`config.mk`:
```
export PLATFORM = sky130hd
export DESIGN_NAME = rse_out_queue
export DESIGN_NICKNAME = d
export VERILOG_FILES = /design/src/hdl/rse_pkg.sv /design/src/hdl/rse_out_queue.sv
export SDC_FILE = /design/constraint.sdc
export NUM_CORES = 1
export LEC_CHECK = 0
export BUFFER_PORTS_ARGS = -buffer_cell sky130_fd_sc_hd__buf_2
export CAP_MARGIN = 20
export CORE_UTILIZATION = 49
export DETAILED_ROUTE_END_ITERATION = 12
export GPL_ROUTABILITY_DRIVEN = 0
export PLACE_DENSITY_LB_ADDON = 0.15
export RECOVER_POWER = 25
export SLEW_MARGIN = 0
export SYNTH_ARGS = -nofsm -noshare
export SYNTH_HDL_FRONTEND = slang
export SYNTH_SLANG_ARGS = --single-unit
```
`constraint.sdc`:
```
create_clock -name clk -period 1.85 [get_ports clk]
set_input_delay 0.4625 -clock clk [delete_from_list [all_inputs] [get_ports clk]]
set_output_delay 0.4625 -clock clk [all_outputs]
set_load 0.005 [all_outputs]
```
`src/hdl/rse_pkg.sv`:
```
// Shared types, constants and GF(256) arithmetic for the Reed-Solomon encoder.
`timescale 1ns / 1ps
package rse_pkg;

  localparam int MAX_PARITY = 32;
  localparam int CW = $clog2(MAX_PARITY + 1);

  localparam logic [5:0] PARITY_COUNT_RST = 6'd10;
  localparam logic [7:0] FIELD_POLY_RST = 8'd29;
  localparam logic [7:0] ALPHA = 8'd2;

  typedef enum logic [0:0] {
    REG_PARITY_COUNT = 1'b0,
    REG_FIELD_POLY   = 1'b1
  } reg_idx_t;

  typedef struct packed {
    logic [7:0] data_byte;
    logic       end_of_message;
  } msg_t;

  typedef struct packed {
    logic [7:0] code_byte;
    logic       is_parity;
    logic       last_symbol;
  } code_t;

  typedef logic [MAX_PARITY:0][7:0] gen_t;
  typedef logic [MAX_PARITY-1:0][7:0] par_t;

  typedef struct packed {
    logic accept;
    logic clear;
    logic room;
  } ctrl_t;

  localparam gen_t GEN_SEED = gen_t'(1);

  function automatic logic [7:0] gmul(input logic [7:0] a, input logic [7:0] b,
                                      input logic [7:0] poly);
    logic [7:0] x;
    logic [7:0] acc;
    acc = '0;
    x = a;
    for (int k = 0; k < 8; k++) begin
      if (b[k]) begin
        acc = acc ^ x;
      end
      x = {x[6:0], 1'b0} ^ (x[7] ? poly : 8'h00);
    end
    return acc;
  endfunction

  function automatic logic [CW-1:0] eff_count(input logic [5:0] pc);
    logic [CW-1:0] n;
    if (pc == 6'd0) begin
      n = CW'(1);
    end else if (7'(pc) > 7'(MAX_PARITY)) begin
      n = CW'(MAX_PARITY);
    end else begin
      n = CW'(pc);
    end
    return n;
  endfunction

endpackage

```
`src/hdl/rse_out_queue.sv`:
```
// Two-entry output queue decoupling result stall from request acceptance.
`timescale 1ns / 1ps
module rse_out_queue (
  input  logic           clk,
  input  logic           rst,
  input  logic           push,
  input  rse_pkg::code_t push_data,
  output logic           full,
  output logic           valid,
  input  logic           stall,
  output rse_pkg::code_t data
);

  rse_pkg::code_t mem [2];
  logic           wp;
  logic           rp;
  logic [1:0]     cnt;
  logic           pop;
  logic           do_push;

  assign full    = (cnt == 2'd2);
  assign valid   = (cnt != 2'd0);
  assign pop     = valid && !stall;
  assign do_push = push && !full;
  assign data    = mem[rp];

  always_ff @(posedge clk) begin
    if (do_push) begin
      mem[wp] <= push_data;
    end
  end

  always_ff @(posedge clk) begin
    if (rst) begin
      wp  <= 1'b0;
      rp  <= 1'b0;
      cnt <= 2'd0;
    end else begin
      if (do_push) begin
        wp <= ~wp;
      end
      if (pop) begin
        rp <= ~rp;
      end
      cnt <= cnt + {1'b0, do_push} - {1'b0, pop};
    end
  end

endmodule

```
==> flow_summary.ini <==
[status]
status = complete, no violations

[cts]
cts_setup_buffers = 0
cts.htree.levels = 1
clk_path_buf_depth = 2
cts-root-buf = clkbuf_4
cts_buffers = 3
cts.clk_slew.worst_paths_ps = 120
clkLatencyLatePin_ps = 300
cts.sinks = 25
cts_resized = 1
cts_hold_buf = 0
cts_tree = done

[worst_setup_path]
start_kind = flip-flop
path_class = reg2out
cp_max_fo = 10
crit_arrival_ps = 1280
timing.rr.end = cnt[1]$_SDFF_PP0_
r2r_start = cnt[1]$_SDFF_PP0_
r2r_slack_ps = 300
crit_path_end_kind = primary output
worstPathRequired_ps = 1390
r2r_cells = 8
crit_end = data[4]

[sta]
timing.hold.ws_ps = 344
fin_crit_sh = 0.942
slew_violations = 0
slew_headroom = 0.679
finalSetupTns_ps = 0
rsz0062_at_grt = false
hold_viol = 0
max_freq_mhz = 574
finalSetupViolations = 0
fin_crit_ps = 1740
finClkSkew_ps = 2.86
tightest_slew_ps = 482

[synthesis]
synth_top_family_by_area = multiplexers
synth_area_leader_cell = edfxtp_1
synthMuxAreaShare = 0.118
synthCells = 59
synthSimpleGateAreaFrac = 0.0512
syn_area_sq_um = 953
synth_fa_ha_area_frac = 0.0262
yosysWarningCount = 0
synth-compound-area-share = 0.0262
synth_top_area_share = 0.630
ys_types = 17
ys_seq_area_frac = 0.735
avgSynthCellArea_sq_um = 16.2
yosys_register_bits = 25
synth_nets = 75
synth-xor-area-share = 0.0184
synth.top_cells.by_area = edfxtp_1 (63%), mux2_2 (12%), dfxtp_1 (10%)

[route]
wl_met2_um = 648
dr.max_layer_used = met4
wl_met1_um = 590
antenna_left = 0
routed_via_density = 4.80
drc = 0
num_vias = 538
drt_iter0_markers = 8
firstDrtPassIters = 4
wl_per_cell_um = 11.7
dr_wl_met3_um = 63
wl_um = 1310

[cells_and_area]
fin_nets = 104
area_growth_pct = 18.6
nFillCells = 145
drive_above_1_share = 0.460
antenna_cells = 0

[die]
die_area_sq_mm = 0.00213
rows = 15
ioPinCount = 26
die_h_um = 46.1
start_util = 0.535
core-area_sq_mm = 0.00178
die_x_um = 46.1

[place]
port_buffers = 25
dpl.hpwl_um = 977

[power_and_ir_drop]
clockPowerShare = 0.171
powerDensity_mw_per_mm2 = 1160
vdd_ir_drop_max_uv = 592
p_int_uw = 974
switchingPower_uw = 336
netSwitchingFraction = 0.256
leakage_uw = 0.000464
seqPwrFrac = 0.582
combinationalPowerShare = 0.246

[global_routing]
globalRouteTotalUtil = 0.132
grt_antenna_before_repair = 0
grt_overflow = 0
grt_pass1_vias = 488
grt_max_degree = 14
grt_pass1_wl_um = 1890

[worst_hold_path]
hold_class = in2reg

[job]
maxCapViolCount = 0
[state kept, by name, summed over array words and instances (netlist names), named ones only]
signal  count
mem        20
rp          1
wp          1
cnt         2
[stage by stage]
step                setup slack [ps]  total power [uW]  area [sq um]  instances  utilization
floorplan                        393               975           953         59            -
global placement                 234              1090          1100        108        0.620
detailed placement               196              1100          1100        108        0.620
CTS                             92.4              1320          1130        112        0.635
global route                    44.3              1390          1130        112        0.634
finish                           108              1310          1130        112        0.634
[synthesized netlist by cell type, drive strengths merged]
cell / count
a21oi: 3
and3: 1
buf: 1
dfxtp: 5
edfxtp: 20
ha: 2
inv: 5
mux2: 10
nand2: 1
nand2b: 1
nor2: 3
nor2b: 1
o21ai: 2
or3: 2
xnor2: 1
xor2: 1
[critical path, stage by stage (launching register included)]
cell and delay [ps]:
dfxtp_2 490, mux2_2 370, buf_2 130
[power by group through the flow]
| stage | sequential (uW) | combinational, uW | clock (uW) |
|---|---|---|---|
| 3_5_place_dp | 775 | 328 | 0 |
| 5_1_grt | 775 | 370 | 247 |
| 6_report | 763 | 323 | 224 |
| 2_1_floorplan | 740 | 235 | 0 |
| 4_1_cts | 763 | 329 | 230 |
| 3_3_place_gp | 769 | 321 | 0 |
[metal layers]
metal | vias to the layer above | track usage
li1 | 269 | -
met1 | 249 | 0.154
met2 | 18 | 0.228
met3 | 2 | 0.0353
met4 | 0 | 0.0529
met5 | - | 0
[final cells by class]
cell class | instances | area, sq um | area share
tap | 25 | 31.3 | 0.0277
clock buffer | 4 | 26.3 | 0.0232
timing repair buffer | 25 | 124 | 0.110
inverter | 5 | 18.8 | 0.0166
sequential | 25 | 702 | 0.621
multi-input combinational | 28 | 229 | 0.202
[cells by family (layout without fill, tap and decap cells)]
kind of cell	count (synthesis)	in the layout
flip-flops	25	25
AO/OA/AOI/OAI	5	5
buffers and inverters	6	34
AND/OR/NAND/NOR	9	9
XOR/XNOR	2	2
multiplexers	10	10
adder cells (fa/ha/maj)	2	2
[worst min-delay path by stage]
stage | startpoint | to | slack (ps) | depth (start not counted)
6_report | push_data[5] | mem[1][5]$_DFFE_PP_ | 340 | 1
5_1_grt | push_data[5] | mem[0][5]$_DFFE_PP_ | 330 | 1
4_1_cts | push_data[5] | mem[0][5]$_DFFE_PP_ | 330 | 1
3_5_place_dp | wp$_SDFFE_PP0N_ | wp$_SDFFE_PP0N_ | 490 | 2
3_3_place_gp | wp$_SDFFE_PP0N_ | wp$_SDFFE_PP0N_ | 470 | 2
2_1_floorplan | wp$_SDFFE_PP0N_ | wp$_SDFFE_PP0N_ | 450 | 2
[cells in the final DEF (no fill, tap or decap)]
cell and instances:
a21oi_1 3, and3_1 1, buf_2 24, clkbuf_1 2, clkbuf_4 3, dfxtp_1 4
dfxtp_2 1, edfxtp_1 20, ha_1 2, inv_1 4, inv_2 1, mux2_2 10
nand2_1 1, nand2b_2 1, nor2_1 3, nor2b_1 1, o21ai_0 2, or3_1 2
xnor2_1 1, xor2_1 1
(Power assumes the default switching activity.)
