==> src/hdl/rse_pkg.sv <==
// Shared types, constants and GF(256) arithmetic for the Reed-Solomon encoder.
`timescale 1ns / 1ps
package rse_pkg;

  localparam int MAX_PARITY = 32;
  localparam int CW = $clog2(MAX_PARITY + 1);

  localparam logic [5:0] PARITY_COUNT_RST = 6'd10;
  localparam logic [7:0] FIELD_POLY_RST = 8'd29;
  localparam logic [7:0] ALPHA = 8'd2;

  typedef enum logic [0:0] {
    REG_PARITY_COUNT = 1'b0,
    REG_FIELD_POLY   = 1'b1
  } reg_idx_t;

  typedef struct packed {
    logic [7:0] data_byte;
    logic       end_of_message;
  } msg_t;

  typedef struct packed {
    logic [7:0] code_byte;
    logic       is_parity;
    logic       last_symbol;
  } code_t;

  typedef logic [MAX_PARITY:0][7:0] gen_t;
  typedef logic [MAX_PARITY-1:0][7:0] par_t;

  typedef struct packed {
    logic accept;
    logic clear;
    logic room;
  } ctrl_t;

  localparam gen_t GEN_SEED = gen_t'(1);

  function automatic logic [7:0] gmul(input logic [7:0] a, input logic [7:0] b,
                                      input logic [7:0] poly);
    logic [7:0] x;
    logic [7:0] acc;
    acc = '0;
    x = a;
    for (int k = 0; k < 8; k++) begin
      if (b[k]) begin
        acc = acc ^ x;
      end
      x = {x[6:0], 1'b0} ^ (x[7] ? poly : 8'h00);
    end
    return acc;
  endfunction

  function automatic logic [CW-1:0] eff_count(input logic [5:0] pc);
    logic [CW-1:0] n;
    if (pc == 6'd0) begin
      n = CW'(1);
    end else if (7'(pc) > 7'(MAX_PARITY)) begin
      n = CW'(MAX_PARITY);
    end else begin
      n = CW'(pc);
    end
    return n;
  endfunction

endpackage

==> src/hdl/rse_lfsr.sv <==
// Parity LFSR dividing by the generator, with remainder drain after the last byte.
`timescale 1ns / 1ps
module rse_lfsr (
  input  logic                   clk,
  input  logic                   rst,
  input  rse_pkg::ctrl_t         ctrl,
  input  rse_pkg::msg_t          msg,
  input  rse_pkg::gen_t          gen,
  input  logic [rse_pkg::CW-1:0] n,
  input  logic [7:0]             poly,
  output logic                   push,
  output rse_pkg::code_t         item,
  output logic                   emitting
);

  rse_pkg::par_t          regs;
  rse_pkg::par_t          regs_upd;
  logic [7:0]             fb;
  logic [rse_pkg::CW-1:0] emit_index;
  logic                   emit_go;
  logic                   emit_end;

  always_comb begin
    fb = msg.data_byte ^ regs[0];
    for (int j = 0; j < rse_pkg::MAX_PARITY - 1; j++) begin
      regs_upd[j] = regs[j+1] ^ rse_pkg::gmul(fb, gen[j+1], poly);
    end
    regs_upd[rse_pkg::MAX_PARITY-1] =
      rse_pkg::gmul(fb, gen[rse_pkg::MAX_PARITY], poly);
  end

  assign emit_go  = emitting && ctrl.room;
  assign emit_end = (emit_index == n - rse_pkg::CW'(1));
  assign push     = ctrl.accept || emit_go;

  always_comb begin
    if (emitting) begin
      item.code_byte   = regs[0];
      item.is_parity   = 1'b1;
      item.last_symbol = emit_end;
    end else begin
      item.code_byte   = msg.data_byte;
      item.is_parity   = 1'b0;
      item.last_symbol = 1'b0;
    end
  end

  always_ff @(posedge clk) begin
    if (rst || ctrl.clear) begin
      regs       <= '0;
      emitting   <= 1'b0;
      emit_index <= '0;
    end else if (ctrl.accept) begin
      regs <= regs_upd;
      if (msg.end_of_message) begin
        emitting   <= 1'b1;
        emit_index <= '0;
      end
    end else if (emit_go) begin
      regs       <= rse_pkg::par_t'(regs >> 8);
      emit_index <= emit_index + rse_pkg::CW'(1);
      if (emit_end) begin
        emitting   <= 1'b0;
        emit_index <= '0;
      end
    end
  end

  a_no_accept_while_draining: assert property (@(posedge clk) disable iff (rst)
    ctrl.accept |-> !emitting)
    else $error("request accepted during parity drain");

  a_index_in_range: assert property (@(posedge clk) disable iff (rst)
    emitting |-> (emit_index < n))
    else $error("parity index beyond parity count");

  a_clear_after_drain: assert property (@(posedge clk) disable iff (rst)
    (emit_go && emit_end) |=> (regs == '0))
    else $error("parity registers not clear after drain");

endmodule

==> config.mk <==
export PLATFORM = sky130hd
export DESIGN_NAME = rse_lfsr
export DESIGN_NICKNAME = d
export VERILOG_FILES = /design/src/hdl/rse_pkg.sv /design/src/hdl/rse_lfsr.sv
export SDC_FILE = /design/constraint.sdc
export NUM_CORES = 2
export LEC_CHECK = 0
export BUFFER_PORTS_ARGS = -buffer_cell sky130_fd_sc_hd__buf_4
export CAP_MARGIN = 0
export CORE_AREA = 2 2 335 503
export CTS_CLUSTER_DIAMETER = 50
export DETAILED_ROUTE_END_ITERATION = 7
export DIE_AREA = 0 0 337 505
export HOLD_SLACK_MARGIN = 0.06
export PLACE_DENSITY = 0.47
export SLEW_MARGIN = 30
export SYNTH_ARGS = -nofsm -noshare
export SYNTH_HDL_FRONTEND = slang
export SYNTH_SLANG_ARGS = --single-unit
==> constraint.sdc <==
create_clock -name clk -period 3.5 [get_ports clk]
set_input_delay 0.175 -clock clk [delete_from_list [all_inputs] [get_ports clk]]
set_output_delay 0.175 -clock clk [all_outputs]
set_load 0.02 [all_outputs]
==> results.toml <==
[timing]
period_minus_slack_ns = 4.210
slew_viol_final = 0
post-route-period-util_pct = 120.3
slew_headroom_pct = 46.90
worst_slew_pin_slew_ns = 0.7965
fin_worst_skew_ns = 0.02943
hold_viol_final = 0
rsz0062_at_grt = "yes"
maxClockFrequency_mhz = 237.5
finalWorstSetupSlack_ns = -0.7102
finalSetupViolCount = 256

[critical_path]
critical_path_arrival_ns = 4.73
cp.required_ns = 4.02
path_cells = "buf_12 > xnor2_4 > o21ai_4 > buf_6 > nand3_2 > xnor2_4 > xnor2_4 > buf_4 > nor3_4 > buf_6 > nor3b_4 > xor2_4 > buf_6 > nor3_4 > buf_12 > buf_12 > o21ai_1 > xnor2_1 > a221oi_1 > nor3_1"
crit_path_top_delay_cell = "nor3_4"
cpPeakStageDelay_ns = 0.38
cp-start-kind = "register"
path_buf_inv = 7
critPathTopFamily = "buffers and inverters"
endpoint_kind = "register"
path_max_fanout = 8
critPathKind = "register to register"

[clock_network]
cts_tree = "built"
cts_made_buffers = 48
cts_sinks = 263
root_buffer = "clkbuf_16"
path_clk_slew_ns = 0.06
clk_latency_ns = 0.64
clockBufferDepth = 3
h-tree-depth = 2

[drt]
drc_errors = 0
totalWireLength_um = 213900
num_vias = 43210
firstDrtPassIters = 5
drtAntennaViolNets = 0
vias_per_cell = 4.948
wire_per_inst_um = 24.49
drt_first_iter_violations = 3972

[floorplan]
core_region_area_um2 = 165500
start_util_pct = 24.95
die-area_um2 = 170200
die_h_um = 505
die_w_um = 337
num_rows = 183
io_pins = 304

[synthesis]
synthTopCellsByArea = "xnor2_1 32%, nand2_1 17%, dfxtp_1 13%"
async_flop_share_pct = 0
synth_largest_area_cell = "xnor2_1"
synth.top_cell.area_share_pct = 32.36
synth-seq-cells = 263
avgSynthCellArea_um2 = 6.903
synth_cell_types = 67
yosys_most_used_dff = "dfxtp_1"
seq_area_frac_synth_pct = 12.75
synth_edf_count = 0
synth-simple-area-share_pct = 25.91
synth_top_family_by_area = "XOR/XNOR gates"
ys_top_cells_by_count = "1,828 x nand2_1, 1,526 x xnor2_1, 369 x clkbuf_1"
syn_inst = 5983
syn_nets = 6277
syn_area_um2 = 41300
synth_compound_area_share_pct = 11.06
synth_xor_area_share_pct = 43.14
synthAdderAreaFrac_pct = 0.06059
yosysMostFrequentCell = "nand2_1"
ys_warn_count = 0
yosys-mux-area-fraction_pct = 0.4454

[global_routing]
grt_pass1_wl_um = 294000
grt_max_degree = 146
grt_usage_pct = 23.41
grt_pass1_vias = 40580
grt_overflow = 0
antenna_found_initial = 32

[cells_and_area]
final_util_pct = 35.01
drive_gt1_share_pct = 26.60
fill_cells = 17130
areaGrowthSynthToFinish_pct = 40.32
register_area_um2 = 5280
final_nets = 6754
multiInputGateArea_um2 = 37670

[placed_design]
dp_hpwl_um = 158600
gp_congestion = 0.9075
dp_slack_ns = -0.8369
port-buffer-count = 295

[run]
drv_cap = 0

[run_status]
status = "finished, violations left"
violations = "negative setup slack"

[hold_path]
hold_class = "primary input to register"
==> placed cells by master, fill, tap and decap left out, types with 70 or more instances in the layout <==
cell / synthesis / layout
dfxtp_1: 263 / 259
and3_1: 164 / 157
buf_12: 0 / 134
xor2_1: 269 / 254
xnor2_1: 1526 / 1290
clkbuf_16: 0 / 73
nor3_1: 120 / 97
nand2_1: 1828 / 1743
buf_4: 27 / 775
a211oi_1: 146 / 126
xnor2_2: 15 / 214
nand3_1: 211 / 166
buf_6: 1 / 70
o21ai_0: 113 / 88
==> stage by stage <==
step                      cell area (µm²)  instances  hold slack, ns  TNS [ns]
after floorplan                     41850       5983          0.3198    -4.217
after global placement              50270       8480          0.4492   -153.79
after detailed placement            50270       8480          0.4479   -164.33
after CTS                           53310       8632         0.08193   -130.70
after global routing                57940       8728          0.1462   -170.34
final                               57950       8733          0.1098   -137.89
==> routing by layer <==
metal | global-route usage [%] | vias up | wire length (µm)
li1 | - | 20240 | -
met1 | 31.52 | 20880 | 91480
met2 | 37.70 | 1635 | 98010
met3 | 3.893 | 418 | 14450
met4 | 7.552 | 36 | 9735
met5 | 0 | - | 231
==> what timing repair did <==
item,CTS,global route
pin swaps,48,234
hold buffers,33,0
buffers inserted,29,75
endpoints found under the hold margin,77,0
gates cloned,1,25
gates resized for setup,134,609
endpoints found under the setup margin,256,256
==> worst min-delay path: stages <==
cell	delay, ns
buf_4	0.16
nand2_1	0.08
xnor2_1	0.08
xnor2_1	0.13
a211oi_1	0.06
==> registers in the layout (all words and copies together) (netlist names) <==
register,flops
regs,256
emitting,1
emit_index,6
==> cell type report <==
cell class | instances | area share, %
multi-input combinational | 5087 | 65.00
sequential | 263 | 9.111
timing repair buffer | 1050 | 18.02
clock inverter | 33 | 0.7190
tap | 2220 | 4.793
inverter | 10 | 0.06909
clock buffer | 56 | 2.230
antenna | 14 | 0.06045
==> worst paths after layout <==
kind | startpoint | end | slack [ns] | cells past startpoint
min | gen[166] | regs[157] | 0.11 | 5
max | regs[7] | regs[3] | -0.71 | 20
max reg2reg | regs[7] | regs[3] | -0.71 | 20
min reg2reg | regs[246] | regs[238] | 0.49 | 1
==> cell families after synthesis <==
kind of cell	count (synthesis)
and+or+nand+nor	2513
xor gates and xnor gates	1892
buffers and inverters	633
muxes	17
adders and majority gates	2
DFF	263
AOI/OAI and AO/OA	663
Power is not shown: default switching activity piles up to over one toggle a cycle in this logic, so the estimate is an artifact.
