## src/hdl/rse_pkg.sv

```systemverilog
// Shared types, constants and GF(256) arithmetic for the Reed-Solomon encoder.
`timescale 1ns / 1ps
package rse_pkg;

  localparam int MAX_PARITY = 32;
  localparam int CW = $clog2(MAX_PARITY + 1);

  localparam logic [5:0] PARITY_COUNT_RST = 6'd10;
  localparam logic [7:0] FIELD_POLY_RST = 8'd29;
  localparam logic [7:0] ALPHA = 8'd2;

  typedef enum logic [0:0] {
    REG_PARITY_COUNT = 1'b0,
    REG_FIELD_POLY   = 1'b1
  } reg_idx_t;

  typedef struct packed {
    logic [7:0] data_byte;
    logic       end_of_message;
  } msg_t;

  typedef struct packed {
    logic [7:0] code_byte;
    logic       is_parity;
    logic       last_symbol;
  } code_t;

  typedef logic [MAX_PARITY:0][7:0] gen_t;
  typedef logic [MAX_PARITY-1:0][7:0] par_t;

  typedef struct packed {
    logic accept;
    logic clear;
    logic room;
  } ctrl_t;

  localparam gen_t GEN_SEED = gen_t'(1);

  function automatic logic [7:0] gmul(input logic [7:0] a, input logic [7:0] b,
                                      input logic [7:0] poly);
    logic [7:0] x;
    logic [7:0] acc;
    acc = '0;
    x = a;
    for (int k = 0; k < 8; k++) begin
      if (b[k]) begin
        acc = acc ^ x;
      end
      x = {x[6:0], 1'b0} ^ (x[7] ? poly : 8'h00);
    end
    return acc;
  endfunction

  function automatic logic [CW-1:0] eff_count(input logic [5:0] pc);
    logic [CW-1:0] n;
    if (pc == 6'd0) begin
      n = CW'(1);
    end else if (7'(pc) > 7'(MAX_PARITY)) begin
      n = CW'(MAX_PARITY);
    end else begin
      n = CW'(pc);
    end
    return n;
  endfunction

endpackage

```

## src/hdl/rse_gen.sv

```systemverilog
// Generator polynomial builder: multiplies in one root factor per cycle.
`timescale 1ns / 1ps
module rse_gen (
  input  logic                   clk,
  input  logic                   rst,
  input  logic                   start,
  input  logic [rse_pkg::CW-1:0] n,
  input  logic [7:0]             poly,
  output rse_pkg::gen_t          gen,
  output logic                   busy
);

  rse_pkg::gen_t         gen_next;
  logic [7:0]            root;
  logic [7:0]            root_next;
  logic [rse_pkg::CW-1:0] step;

  always_comb begin
    gen_next = gen;
    for (int j = 1; j <= rse_pkg::MAX_PARITY; j++) begin
      gen_next[j] = gen[j] ^ rse_pkg::gmul(root, gen[j-1], poly);
    end
    root_next = rse_pkg::gmul(root, rse_pkg::ALPHA, poly);
  end

  always_ff @(posedge clk) begin
    if (rst || start) begin
      gen  <= rse_pkg::GEN_SEED;
      root <= 8'd1;
      step <= '0;
      busy <= 1'b1;
    end else if (busy) begin
      gen  <= gen_next;
      root <= root_next;
      step <= step + rse_pkg::CW'(1);
      if (step == n - rse_pkg::CW'(1)) begin
        busy <= 1'b0;
      end
    end
  end

endmodule

```

## config.mk

```make
export PLATFORM = sky130hd
export DESIGN_NAME = rse_gen
export DESIGN_NICKNAME = d
export VERILOG_FILES = /design/src/hdl/rse_pkg.sv /design/src/hdl/rse_gen.sv
export SDC_FILE = /design/constraint.sdc
export NUM_CORES = 2
export LEC_CHECK = 0
export ABC_AREA = 1
export BUFFER_PORTS_ARGS = -buffer_cell sky130_fd_sc_hd__buf_2
export CAP_MARGIN = 20
export CORE_AREA = 2 2 383 385
export DETAILED_ROUTE_END_ITERATION = 7
export DIE_AREA = 0 0 385 387
export PLACE_DENSITY_LB_ADDON = 0.05
export SYNTH_ARGS = -nofsm -noshare
export SYNTH_HDL_FRONTEND = slang
export SYNTH_SLANG_ARGS = --single-unit
```

## constraint.sdc

```tcl
create_clock -name clk -period 3.9 [get_ports clk]
set_input_delay 0.195 -clock clk [delete_from_list [all_inputs] [get_ports clk]]
set_output_delay 0.195 -clock clk [all_outputs]
set_load 0.01 [all_outputs]
```

==> flow_summary.json <==
{
  "synth-xor-area-share_pct": 16.4,
  "area_delta_synth_final_pct": 12.9,
  "worst_clock_skew_ns": 0.0410,
  "power-per-cell-area_nw_per_um2": 166,
  "fin_hold_ws_ns": 0.0545,
  "hold_viol": 0,
  "proportion_of_register_bits_with_asynchronous_set_or_reset_after_synthesis_pct": 0,
  "final_net_count": 10047,
  "placed_cell_area_um2": 55200,
  "critPathTopFamily": "simple AND/OR/NAND/NOR gates",
  "cp.buffers_inverters": 3,
  "critPathCaptureType": "register",
  "cts-root-buf": "sky130_fd_sc_hd__clkbuf_16",
  "route.final.wire_length_mm": 311,
  "critical-path-max-stage-delay_ns": 0.52,
  "synth_top_family_by_area": "simple AND/OR/NAND/NOR gates",
  "yosys.cell_count.top_type": "sky130_fd_sc_hd__nand2_1",
  "worstSetupPathType": "register to register",
  "synth_cell_types": 33,
  "cp_common_cell": "sky130_fd_sc_hd__nand2_1",
  "globalRoute.totalOverflow": 0,
  "critPathArrivalTime_ns": 4.40,
  "antenna_violating_nets_post_route": 0,
  "ir_drop_mv": 0.319,
  "fin_area_um2": 57000,
  "remaining_drc_errors": 0,
  "detail_route.iter0.violations": 9309,
  "yosys-top-cells-count": "sky130_fd_sc_hd__nand2_1, sky130_fd_sc_hd__nor2_1, sky130_fd_sc_hd__nand3_1",
  "starting_density_of_the_core_pct": 34.9,
  "last_weighted_congestion_value_of_the_routability_driven_placer": 0.961,
  "via_per_inst": 5.53,
  "layout_worst_path_cycle_share_pct": 98.2,
  "design.portCount": 282,
  "cts.reportedPaths.clkPinSlew_ns": 0.06,
  "syn-instance-count": 10068,
  "synth.area.mux_share_pct": 0,
  "start_kind": "register",
  "chipHeight_um": 387,
  "clock-sinks": 271,
  "largest_net_degree_at_the_start_of_global_routing": 143,
  "design.core.area_um2": 145000,
  "detailed_place_hpwl_mm": 205,
  "setup-violations-final": 0,
  "drive_above_1_share_pct": 8.12,
  "port_buffers": 273,
  "cts_max_path_buffers": 3,
  "placementRows": 140,
  "synth.ff_latch_count": 271,
  "nFillCells": 16084,
  "cts_buffers": 47,
  "cp_cell_sequence": "buf_6, nand2_2, inv_1, nand2_1, nand2_2, buf_4, nand2_1, xor2_1, xnor2_1, xor2_1, nand2_1, nand2_1, nand2_1, nand2_1, nand2_1, nand2_1, nor2_1, nor2_1, nor2_1",
  "die_area_um2": 149000,
  "timing.fmax_ghz": 0.261,
  "synthesis.area_um2": 50500,
  "tritoncts": "yes",
  "first_pass_iters": 8,
  "max_cap_violations": 0,
  "route.detailed.wl_per_inst_um": 25.9,
  "timing.critical_path.fanout_max": 19,
  "ys_warn_count": 0,
  "run_status": "finished clean",
  "synth.largest_area_cell": "sky130_fd_sc_hd__nand2_1",
  "synth_area_leaders": "sky130_fd_sc_hd__nand2_1, sky130_fd_sc_hd__nor2_1, sky130_fd_sc_hd__dfxtp_1",
  "grt_pass1_vias": 57731,
  "worst-slew-pin-transition_ns": 1.17,
  "critical_path.slowest_cell": "sky130_fd_sc_hd__xnor2_1",
  "post_synth_top_area_share_pct": 29.1,
  "clock_latency_ns": 0.69,
  "number_of_flops_mapped_to_enable_cells_by_yosys": 0,
  "min_period_ns": 3.83,
  "yosysSeqAreaShare_pct": 10.7,
  "yosys_most_used_dff": "sky130_fd_sc_hd__dfxtp_1",
  "antenna_violations_before_repair": 17,
  "static-leakage-power_nw": 26.6,
  "grt_first_pass_wirelength_mm": 430,
  "fp.dieW_um": 385,
  "synth_compound_gate_area_share_pct": 2.99,
  "slew_violations": 0,
  "hold_path.class": "input pin to register",
  "clock_tree.htree_level_count": 2,
  "worst-endpoint-required_ns": 4.47,
  "via_count": 66255,
  "total_power_mw": 9.48,
  "max_slew_margin_pct": 22.3,
  "simple_logic_cell_fraction_of_the_synthesized_area_pct": 56.8,
  "synth_adder_area_share_pct": 0.0743,
  "gr-usage-all-layers_pct": 40.0,
  "synth.avg_cell_area_um2": 5.02
}
[logic make-up after synthesis]
kind of cell             count (synthesis)
AND/OR/NAND/NOR                       6947
buffers and inverters                 1629
XOR/XNOR                               945
AO/OA/AOI/OAI                          271
flip-flops                             271
adder cells (fa/ha/maj)                  3
other                                    2
[cell usage in the layout, fill, tap and decap left out, types with 12 or more instances in the layout]
cell type,synthesis,routed
sky130_fd_sc_hd__buf_2,205,273
sky130_fd_sc_hd__nand2_2,25,66
sky130_fd_sc_hd__nand2b_1,19,19
sky130_fd_sc_hd__dfxtp_1,271,262
sky130_fd_sc_hd__inv_1,901,901
sky130_fd_sc_hd__o21ai_0,185,185
sky130_fd_sc_hd__clkbuf_1,380,12
sky130_fd_sc_hd__clkbuf_16,0,48
sky130_fd_sc_hd__nand3_1,1055,1042
sky130_fd_sc_hd__nand2_4,2,16
sky130_fd_sc_hd__o21bai_1,62,62
sky130_fd_sc_hd__xnor2_1,442,442
sky130_fd_sc_hd__nor3_1,19,19
sky130_fd_sc_hd__xor2_1,501,501
sky130_fd_sc_hd__buf_12,0,99
sky130_fd_sc_hd__nand3_2,9,20
sky130_fd_sc_hd__a21oi_1,20,20
sky130_fd_sc_hd__nor2_1,1464,1460
sky130_fd_sc_hd__buf_4,34,235
sky130_fd_sc_hd__nand4_1,425,425
sky130_fd_sc_hd__nand2_1,3916,3861
[path summary, 6_finish.rpt]
| kind | from | end | slack, ns | cells past startpoint |
|---|---|---|---|---|
| setup / recovery | root[7] | gen[17] | 0.07 | 19 |
| hold / removal | n[2] | busy | 0.05 | 5 |
| setup reg to reg | root[7] | gen[17] | 0.07 | 19 |
| hold reg to reg | step[0] | step[0] | 0.52 | 2 |
[through the flow]
stage                     setup TNS (ns)  setup slack [ns]  instances  util, %
after floorplan                        0              1.05      10074        -
after global placement            -17.30            -0.247      11876     38.1
after detailed placement          -21.55            -0.256      11876     38.1
after CTS                              0            0.0301      11962     39.2
after global routing             -0.0251           -0.0198      11982     39.4
final                                  0            0.0718      11987     39.4
[per-layer routing]
metal / wire length (um) / vias up / GRT usage, %
met5: 96 / - / 0
met4: 22000 / 12 / 23.2
met3: 36900 / 931 / 8.31
met2: 127000 / 3984 / 59.1
met1: 125000 / 30378 / 53.2
li1: - / 30950 / -
[repair_timing]
item / CTS / global route
pin swaps: 0 / 6
endpoints found under the setup margin: 219 / 166
buffers inserted: 0 / 17
cloned: 0 / 1
hold buffers: 1 / 0
hold endpoints to repair: 1 / 0
gates resized for setup: 3 / 16
[registers in the layout (all words and copies together), names as in the netlist]
name  count
busy      1
root      8
gen     256
step      6
[report_power, final]
part           switching [mW]  internal, mW
Sequential             0.0170          2.77
Clock                    1.94          2.66
Combinational            1.64         0.455
Total                    3.59          5.89
[cell type report]
class	instances	area, um^2	area share, %
Multi-Input combinational cell	8174	38900	68.2
Sequential cell	271	5440	9.54
Tap cell	1917	2400	4.21
Clock inverter	16	191	0.336
Timing Repair Buffer	619	5280	9.25
Clock buffer	69	1360	2.38
Inverter	914	3430	6.02
Antenna cell	7	17.5	0.0307
[worst min-delay path: stages]
cell                      delay (ns)
sky130_fd_sc_hd__buf_2          0.11
sky130_fd_sc_hd__xnor2_1        0.08
sky130_fd_sc_hd__xnor2_1        0.13
sky130_fd_sc_hd__nor4_1         0.04
sky130_fd_sc_hd__o21ai_0        0.11
Note: power is estimated with default switching activity, not from simulation.
